<file path="src/hdl/assert_macros.svh">
// ----------------------------------------------------------------------------
// assert_macros.svh
// Assertion helpers shared by the RTL; empty bodies when SYNTH is defined.
// ----------------------------------------------------------------------------
`ifndef ASSERT_MACROS_SVH
`define ASSERT_MACROS_SVH
`ifndef SYNTH
// property must hold at every edge outside reset
`define LTI_ASSERT(lbl, clk, rst_n, prop) \
	lbl: assert property (@(posedge clk) disable iff (!rst_n) prop) \
		else $error("assertion failed");
// condition must never be seen outside reset
`define LTI_NEVER(lbl, clk, rst_n, cond) \
	lbl: assert property (@(posedge clk) disable iff (!rst_n) !(cond)) \
		else $error("forbidden condition seen");
`else
`define LTI_ASSERT(lbl, clk, rst_n, prop)
`define LTI_NEVER(lbl, clk, rst_n, cond)
`endif
`endif

</file>
<file path="src/hdl/ltint_pkg.sv">
// ----------------------------------------------------------------------------
// ltint_pkg
// Types, codes and constants of the Lagrange table interpolator.
// ----------------------------------------------------------------------------
`default_nettype none
package ltint_pkg;
	localparam int TABLE_DEPTH_DEF = 2048;
	localparam int CFG_INDEX_W     = 2;
	localparam int CFG_DATA_W      = 12;
	localparam int DIV_STEPS       = 58;
	localparam int DIV_DVD_W       = 58;
	localparam int DIV_DEN_W       = 33;

	localparam logic [CFG_INDEX_W-1:0] REG_INTERP_ORDER   = 2'd0;
	localparam logic [CFG_INDEX_W-1:0] REG_ENTRIES_IN_USE = 2'd1;

	localparam logic CMD_QUERY = 1'b0;
	localparam logic CMD_LOAD  = 1'b1;

	localparam logic [1:0] STAT_INSIDE = 2'd0;
	localparam logic [1:0] STAT_ABOVE  = 2'd1;
	localparam logic [1:0] STAT_BELOW  = 2'd2;

	typedef enum logic [3:0] {
		S_IDLE,
		S_RLAST,
		S_CLAST,
		S_SREAD,
		S_SCHK,
		S_STEN,
		S_NREAD,
		S_NSTORE,
		S_DIST,
		S_FSEL,
		S_DIV,
		S_WMUL,
		S_WRND,
		S_VMUL,
		S_VACC,
		S_FIN
	} lti_state_t;

	// separate state for holding the result
	typedef enum logic {
		O_EMPTY,
		O_FULL
	} lti_out_t;
endpackage
`default_nettype wire

</file>
<file path="src/hdl/ltint_div.sv">
// ----------------------------------------------------------------------------
// ltint_div
// Restoring divider, one quotient bit per cycle; magnitude saturated to 31 bits.
// ----------------------------------------------------------------------------
`default_nettype none
module ltint_div (
	input  wire logic                                clk,
	input  wire logic                                arst_n,
	input  wire logic                                start,
	input  wire logic [ltint_pkg::DIV_DVD_W-1:0]     dividend,
	input  wire logic [ltint_pkg::DIV_DEN_W-1:0]     divisor,
	output logic                                     busy,
	output logic                                     done,
	output logic [30:0]                              quot_mag
);
	localparam int CNT_W = $clog2(ltint_pkg::DIV_STEPS);
	localparam int DW = ltint_pkg::DIV_DVD_W;
	localparam int NW = ltint_pkg::DIV_DEN_W;

	logic             busy_q, done_q;
	logic [CNT_W-1:0] cnt_q;
	logic [DW-1:0]    dq_q;
	logic [NW-1:0]    rem_q;
	logic [NW-1:0]    den_q;
	logic [NW:0]      rem_sh;
	logic [NW:0]      diff;

	// one trial subtraction per cycle
	always_comb begin
		rem_sh = {rem_q, dq_q[DW-1]};
		diff   = rem_sh - {1'b0, den_q};
	end

	always_ff @(posedge clk or negedge arst_n) begin
		if (!arst_n) begin
			busy_q <= 1'b0;
			done_q <= 1'b0;
			cnt_q  <= '0;
		end else begin
			done_q <= 1'b0;
			if (start) begin
				busy_q <= 1'b1;
				cnt_q  <= '0;
			end else if (busy_q) begin
				if (cnt_q == CNT_W'(ltint_pkg::DIV_STEPS - 1)) begin
					busy_q <= 1'b0;
					done_q <= 1'b1;
				end
				cnt_q <= cnt_q + 1'b1;
			end
		end
	end

	// datapath; quotient bits shift in as dividend bits shift out
	always_ff @(posedge clk) begin
		if (start) begin
			dq_q  <= dividend;
			den_q <= divisor;
			rem_q <= '0;
		end else if (busy_q) begin
			if (rem_sh >= {1'b0, den_q}) begin
				rem_q <= diff[NW-1:0];
				dq_q  <= {dq_q[DW-2:0], 1'b1};
			end else begin
				rem_q <= rem_sh[NW-1:0];
				dq_q  <= {dq_q[DW-2:0], 1'b0};
			end
		end
	end

	assign busy     = busy_q;
	assign done     = done_q;
	assign quot_mag = (|dq_q[DW-1:31]) ? '1 : dq_q[30:0];
endmodule
`default_nettype wire

</file>
<file path="config.mk">
export PLATFORM = sky130hd
export DESIGN_NAME = ltint_div
export DESIGN_NICKNAME = d
export VERILOG_FILES = /design/src/hdl/assert_macros.svh /design/src/hdl/ltint_pkg.sv /design/src/hdl/ltint_div.sv
export SDC_FILE = /design/constraint.sdc
export NUM_CORES = 1
export LEC_CHECK = 0
export BUFFER_PORTS_ARGS = -buffer_cell sky130_fd_sc_hd__buf_4
export CORE_ASPECT_RATIO = 1.2
export CORE_MARGIN = 3
export CORE_UTILIZATION = 59
export CTS_BUF_LIST = sky130_fd_sc_hd__clkbuf_8
export DETAILED_ROUTE_END_ITERATION = 12
export PLACE_DENSITY_LB_ADDON = 0.2
export SLEW_MARGIN = 30
export SYNTH_ARGS = -nofsm -noshare
export SYNTH_HDL_FRONTEND = slang
export SYNTH_SLANG_ARGS = --single-unit
</file>
<file path="constraint.sdc">
create_clock -name clk -period 4.4 [get_ports clk]
set_input_delay 0.88 -clock clk [delete_from_list [all_inputs] [get_ports clk]]
set_output_delay 0.88 -clock clk [all_outputs]
set_load 0.005 [all_outputs]
</file>
==> run_results.csv, run 1 <==
group,metric,value,unit
finish,multiInputGateArea,0.00359,mm^2
power,pwr_density_cell,521,mW/mm^2
placed_design,post-place-ws,0.853,ns
critical_path,r2r_setup_slack,0.80,ns
clock_network,cts_max_level,4,
synth,muxShareOfSynthArea,0.0912,
finish,syn_to_final_growth,20.0,%
floorplan,core_area,0.0123,mm^2
critical_path,slowest_delay,0.46,ns
placed_design,placed_cell_area,0.00856,mm^2
worst_hold_path,hp-class,"in -> async",
power,peakVddDrop,0.000347,V
finish,final_cell_area,0.00901,mm^2
floorplan,fp.dieH,130,um
global_routing,antenna_found_initial,0,
synth,syn_area,0.00751,mm^2
clock_network,clk_pin_slew,0.08,ns
detailed_routing,drt_wl_total,17600,um
critical_path,cp.buffers_inverters,3,
power,switching_share,0.363,
critical_path,critPathKind,"reg -> reg",
global_routing,grt_max_degree,63,
critical_path,path_cells,"inv_1, ha_1, inv_1, fa_1, a21o_1, a221oi_1, a221o_1, a311o_1, a21bo_2, nand2_1, buf_4, a221oi_1, o21ba_2",
detailed_routing,ant_nets,0,
synth,synth_compound_area_frac,0.149,
synth,synth_nets,859,
global_routing,grt_util_all_layers,0.260,
clock_network,cts_resized,0,
synth,synth_xor_area_frac,0.0280,
clock_network,clk_latency,0.46,ns
timing,slew_viol_final,0,
timing,whs,0.227,ns
synth,ys_seq_area_frac,0.479,
critical_path,crit_family,"compound AO/OA/AOI/OAI gates",
global_routing,grt_pass1_vias,6215,
global_routing,grtUsageMet1,0.305,
clock_network,clk_path_buf_depth,2,
critical_path,setup.worst_path.start_class,"flip-flop",
timing,final.setup.tns,0,ns
critical_path,crit_slowest_cell,"a221oi_1",
synth,synthArstFlopShare,0.0606,
power,finalPower,4.69,mW
synth,synth-seq-cells,132,
synth,ys_top_cells_by_area,"edfxtp_1 36%, mux2_2 8.9%, dfxtp_1 8.8%, ha_1 5.8%, a21oi_1 3.5%",
detailed_routing,wire_per_inst,17.3,um
placed_design,io_buffers,126,
synth,synth-warning-count,0,
timing,hold_violations,0,
power,p_switching,1.70,mW
synth,synth_area_leader_cell,"edfxtp_1",
critical_path,worst_ep_arrival_time,4.00,ns
synth,synthDistinctLibCells,60,
placed_design,dp_hpwl,12400,um
power,p_leak,3.78,nW
finish,layout.nets,973,
floorplan,start_util,0.611,
timing,fmax,0.277,GHz
detailed_routing,drc,0,
synth,syn_inst,729,
clock_network,cts_setup_buffers,0,
floorplan,ios,127,
clock_network,cts_tree,"done",
synth,yosys.area_share.adder,0.0610,
clock_network,cts_buffers,17,
synth,synth_edf_count,91,
synth,synth_top_family_by_area,"compound AO/OA/AOI/OAI gates",
synth,syn_avg_cell_area,10.3,um^2
detailed_routing,vias,6005,
power,pwr-share-seq,0.368,
run_status,status,"finished clean",
finish,diodes,0,
timing,period_share,0.819,
clock_network,clockRootBuffer,"clkbuf_8",
critical_path,cp.required,4.80,ns
power,pwr-share-comb,0.388,
global_routing,grt-ovfl-total,0,
finish,seqCellArea,0.00359,mm^2
timing,setup_viol,0,
timing,fin_ws,0.795,ns
global_routing,grtUsageMet3,0.0777,
critical_path,crit_fanout,14,
placed_design,gp_congestion,0.950,
power,power_frac_clock,0.244,
flow_run,drv_cap,0,
global_routing,busiest_layer,"met2",
timing,finClkSkew,0.0141,ns
timing,fin_crit,3.60,ns
critical_path,worstSetupEndpointType,"flip-flop",
floorplan,rows,44,
global_routing,use_met2,0.448,
detailed_routing,drt_iter0_drc,301,
floorplan,dieArea,0.0141,mm^2
synth,synth-main-ff-cell,"edfxtp_1",
synth,synth_top_area_frac,0.364,
timing,tightest_slew,0.673,ns
floorplan,die_x,109,um
power,internal_power,2.99,mW
timing,rsz0062_at_grt,"false",
clock_network,cts_hold_buf,0,
finish,fill_cells,885,
global_routing,grt_pass1_wl,29000,um
synth,synthSimpleGateAreaFrac,0.148,
detailed_routing,post_drt_via_cell_ratio,5.90,
clock_network,cts_sinks,132,
timing,relSlewSlack,0.539,
detailed_routing,drtPass1Iterations,5,
finish,drive_gt1_frac,0.272,
[path summary, 6_finish.rpt]
kind                        endpoint      start  cells after the start
min in group clk           rem_q[32]  rem_q[32]                      2
setup / recovery           rem_q[15]   dq_q[57]                     13
hold reg to reg            rem_q[32]  rem_q[32]                      2
hold / removal                  done     arst_n                      1
max in group asynchronous   cnt_q[1]     arst_n                      1
setup reg to reg           rem_q[15]   dq_q[57]                     13
[through the flow]
| stage | utilization | instances |
|---|---|---|
| floorplan | - | 729 |
| global placement | 0.697 | 985 |
| detailed placement | 0.697 | 985 |
| CTS | 0.733 | 1017 |
| global route | 0.734 | 1017 |
| finish | 0.734 | 1017 |
[layout make-up]
class                      instances  share of cell area
inverter                          47              0.0196
clock inverter                    14              0.0219
timing repair buffer             134               0.112
tap                              161              0.0224
multi-input combinational        511               0.398
clock buffer                      18              0.0275
sequential                       132               0.399
[Yosys cell counts (3+ instances only)]
| master | number |
|---|---|
| a211oi_1 | 13 |
| a21boi_0 | 4 |
| a21o_1 | 16 |
| a21oi_1 | 52 |
| a221oi_1 | 4 |
| a311oi_1 | 22 |
| a31oi_1 | 4 |
| and2_1 | 3 |
| and3_1 | 5 |
| clkbuf_1 | 35 |
| dfrtp_1 | 8 |
| dfxtp_1 | 33 |
| edfxtp_1 | 91 |
| ha_1 | 35 |
| inv_1 | 47 |
| mux2_2 | 59 |
| nand2_1 | 68 |
| nand2b_1 | 4 |
| nand3_1 | 15 |
| nand4_1 | 9 |
| nor2_1 | 52 |
| nor2b_1 | 5 |
| nor3_1 | 7 |
| nor4_1 | 7 |
| o21a_1 | 4 |
| o21ai_0 | 21 |
| or3_1 | 36 |
| or3b_1 | 4 |
| xnor2_1 | 16 |
| xor2_1 | 8 |
[cell families after synthesis]
group | count (synthesis)
flip-flops | 132
XOR/XNOR | 24
buffers and inverters | 86
multiplexers | 61
AND/OR/NAND/NOR | 225
AO/OA/AOI/OAI | 165
adder cells (fa/ha/maj) | 36
[state kept, by name, summed over array words and instances, names as in the netlist]
name	flops
busy	1
cnt_q	6
den_q	33
done	1
dq_q	58
rem_q	33
[cell usage in the layout (no fill, tap or decap), types with 14 or more instances in the layout]
master    count
buf_4       134
edfxtp_1     91
nand2_1      68
mux2_2       59
a21oi_1      52
nor2_1       52
inv_1        47
or3_1        36
ha_1         35
dfxtp_1      33
a311oi_1     22
o21ai_0      21
clkbuf_8     18
a21o_1       16
xnor2_1      16
nand3_1      14
[layer usage]
metal,part of all wire,vias to the layer above,wire length (um)
met4,0.021,0,369
li1,-,2925,-
met1,0.41,2861,7150
met2,0.51,186,8960
met5,0,-,0
met3,0.062,33,1090
[power groups by stage]
stage / combinational (mW) / sequential (mW) / clock (mW)
after floorplan: 1.41 / 1.70 / 0
after global placement: 1.73 / 1.73 / 0
after detailed placement: 1.78 / 1.75 / 0
after CTS: 1.80 / 1.72 / 1.16
after global routing: 2.04 / 1.75 / 1.21
final: 1.82 / 1.73 / 1.15
(Power assumes the default switching activity.)
==> inputs of run 2 (changes only) <==
Settings changed: CORE_UTILIZATION 59 to 53.
Clock period 4.4 ns to 2.9 ns, I/O delays scaled along.
==> run 2 against run 1 <==
The flow now finishes with violations (negative setup slack); routed wire length rose by 13%; power rose by 83%; clock-buffer cell count did not move; worst hold slack improved by 0.067 ns; register-to-register slack got worse by 0.93 ns; fmax rose by 19%; critical path depth rose by 2; combinational power rose by 150%; final cell count rose by 10%; critical endpoint is now rem_q[31]; largest cell class is now multi-input gates; highest routed layer unchanged.
==> run_results.csv, run 2 (synthesis results as in run 1) <==
group,metric,value,unit
timing,hold_violations,0,
run_status,violations,"negative setup slack",
finish,largest_register_ffs,58,
finish,regMostFlops,"dq_q",
floorplan,ios,127,
worst_hold_path,hp-class,"in -> reg",
timing,slew_viol_final,0,
timing,setup_viol,33,
clock_network,cts_sinks,132,
critical_path,reg2reg_to,"rem_q[31]",
finish,final_cell_mix,"203 x buf_4, 91 x edfxtp_1, 59 x mux2_2",
flow_run,drv_cap,0,
detailed_routing,vias,6536,
clock_network,cts_buffers,17,
placed_design,gp_congestion,0.926,
detailed_routing,post_drt_via_cell_ratio,5.84,
critical_path,crit_fanout,4,
clock_network,cts_max_level,4,
worst_hold_path,min_to,"den_q[28]",
power,peakVddDrop,0.000739,V
power,pwr_density_cell,841,mW/mm^2
clock_network,clk_pin_slew,0.08,ns
power,finalPower,8.58,mW
placed_design,dp_cells,1064,
detailed_routing,drt_iter0_drc,348,
finish,fill_cells,954,
finish,largestRegisters,"dq_q x58, den_q x33, rem_q x33",
critical_path,worst_ep_arrival_time,3.37,ns
detailed_routing,drc,0,
worst_hold_path,hp-start,"divisor[28]",
finish,fin_util,0.738,
timing,finClkSkew,0.0150,ns
timing,rsz0062_at_grt,"true",
critical_path,critPathKind,"reg -> reg",
finish,final_cells,1120,
global_routing,grt-ovfl-total,0,
global_routing,busiest_layer,"met2",
floorplan,core_area,0.0138,mm^2
global_routing,grt_max_degree,45,
timing,fin_crit,3.04,ns
finish,diodes,0,
timing,period_share,1.05,
clock_network,cts_tree,"done",
run_status,status,"finished, violations left",
clock_network,clk_latency,0.46,ns
floorplan,dieArea,0.0156,mm^2
placed_design,io_buffers,126,
power,p_leak,4.31,nW
critical_path,r2r_setup_slack,-0.14,ns
finish,syn_to_final_growth,35.9,%
timing,fmax,0.329,GHz
critical_path,cp.required,3.23,ns
finish,final_common_cell,"buf_4",
floorplan,fp.dieH,136,um
critical_path,reg2reg_from,"dq_q[57]",
detailed_routing,ant_nets,0,
detailed_routing,drtPass1Iterations,5,
critical_path,ff2ff_path_depth,15,
critical_path,setup.worst_path.start_class,"flip-flop",
timing,relSlewSlack,0.435,
clock_network,clockRootBuffer,"clkbuf_8",
timing,whs,0.294,ns
global_routing,grt_pass1_wl,31400,um
detailed_routing,wire_per_inst,17.7,um
floorplan,die_x,115,um
global_routing,grt_pass1_vias,6679,
placed_design,dp_hpwl,13400,um
critical_path,worstSetupEndpointType,"flip-flop",
timing,tightest_slew,0.846,ns
clock_network,clk_path_buf_depth,2,
finish,drive_gt1_frac,0.410,
floorplan,rows,47,
global_routing,grtUsageMet3,0.0668,
global_routing,grt_util_all_layers,0.252,
global_routing,use_met2,0.445,
finish,layout.nets,1066,
global_routing,antenna_found_initial,0,
global_routing,grtUsageMet1,0.289,
detailed_routing,drt_wl_total,19800,um
floorplan,start_util,0.543,
timing,fin_ws,-0.138,ns
timing,final.setup.tns,-1.89,ns
worst_hold_path,holdPathStages,1,
==> run 2: final cells by class <==
cell class	count	area, um^2	share of cell area
well taps	171	214	0.0210
clock buffers	18	248	0.0243
repair buffers	225	1870	0.183
multi-input cells	513	3980	0.390
inverters	47	176	0.0173
clock inverters	14	116	0.0114
flip-flops and latches	132	3590	0.352
==> run 2: routing by layer <==
| layer | vias to the layer above | wire, um |
|---|---|---|
| met1 | 3178 | 7870 |
| met5 | - | 0 |
| met4 | 0 | 461 |
| met3 | 35 | 1100 |
| met2 | 202 | 10400 |
| li1 | 3121 | - |
==> run 2: how the worst max path moves through the flow <==
stage                     startpoint         to  depth (start not counted)
after floorplan             dq_q[57]    dq_q[0]                         13
after global placement      dq_q[57]  rem_q[25]                         12
after detailed placement    dq_q[57]  rem_q[25]                         12
after CTS                   dq_q[57]  rem_q[19]                         13
after global routing        dq_q[57]  rem_q[20]                         14
final                       dq_q[57]  rem_q[31]                         15
==> run 2: critical path, stage by stage (launching register included) <==
cell and delay, ns:
edfxtp_1 0.39, inv_1 0.08, ha_2 0.18, inv_2 0.04
fa_2 0.34, a21o_1 0.20, a221oi_2 0.29, a221o_1 0.27
a311o_1 0.20, a21bo_2 0.17, buf_4 0.12, buf_8 0.12
buf_6 0.12, a211oi_2 0.06, mux2i_1 0.25, a21oi_1 0.09
==> run 2: timing repair <==
item                       4_1_cts  5_1_grt
gates resized for setup         26       67
hold buffers                     1        0
setup buffers                   11        9
gates cloned                     3        4
pin swaps                       22       37
hold endpoints to repair         8        0
setup endpoints to repair       53       65
==> run 2: power breakdown <==
| part | leakage [nW] | internal (mW) | total, mW | switching, mW |
|---|---|---|---|---|
| sequential | 1.31 | 2.38 | 2.63 | 0.257 |
| clock | 0.181 | 0.691 | 1.44 | 0.753 |
| combinational | 2.82 | 2.32 | 4.50 | 2.18 |
==> run 2: metrics by stage <==
stage / worst slack (ns) / instance area [um^2]
floorplan: -0.0462 / 7620
global placement: -0.187 / 9190
detailed placement: -0.287 / 9190
CTS: -0.146 / 9810
global route: -0.272 / 10200
finish: -0.138 / 10200
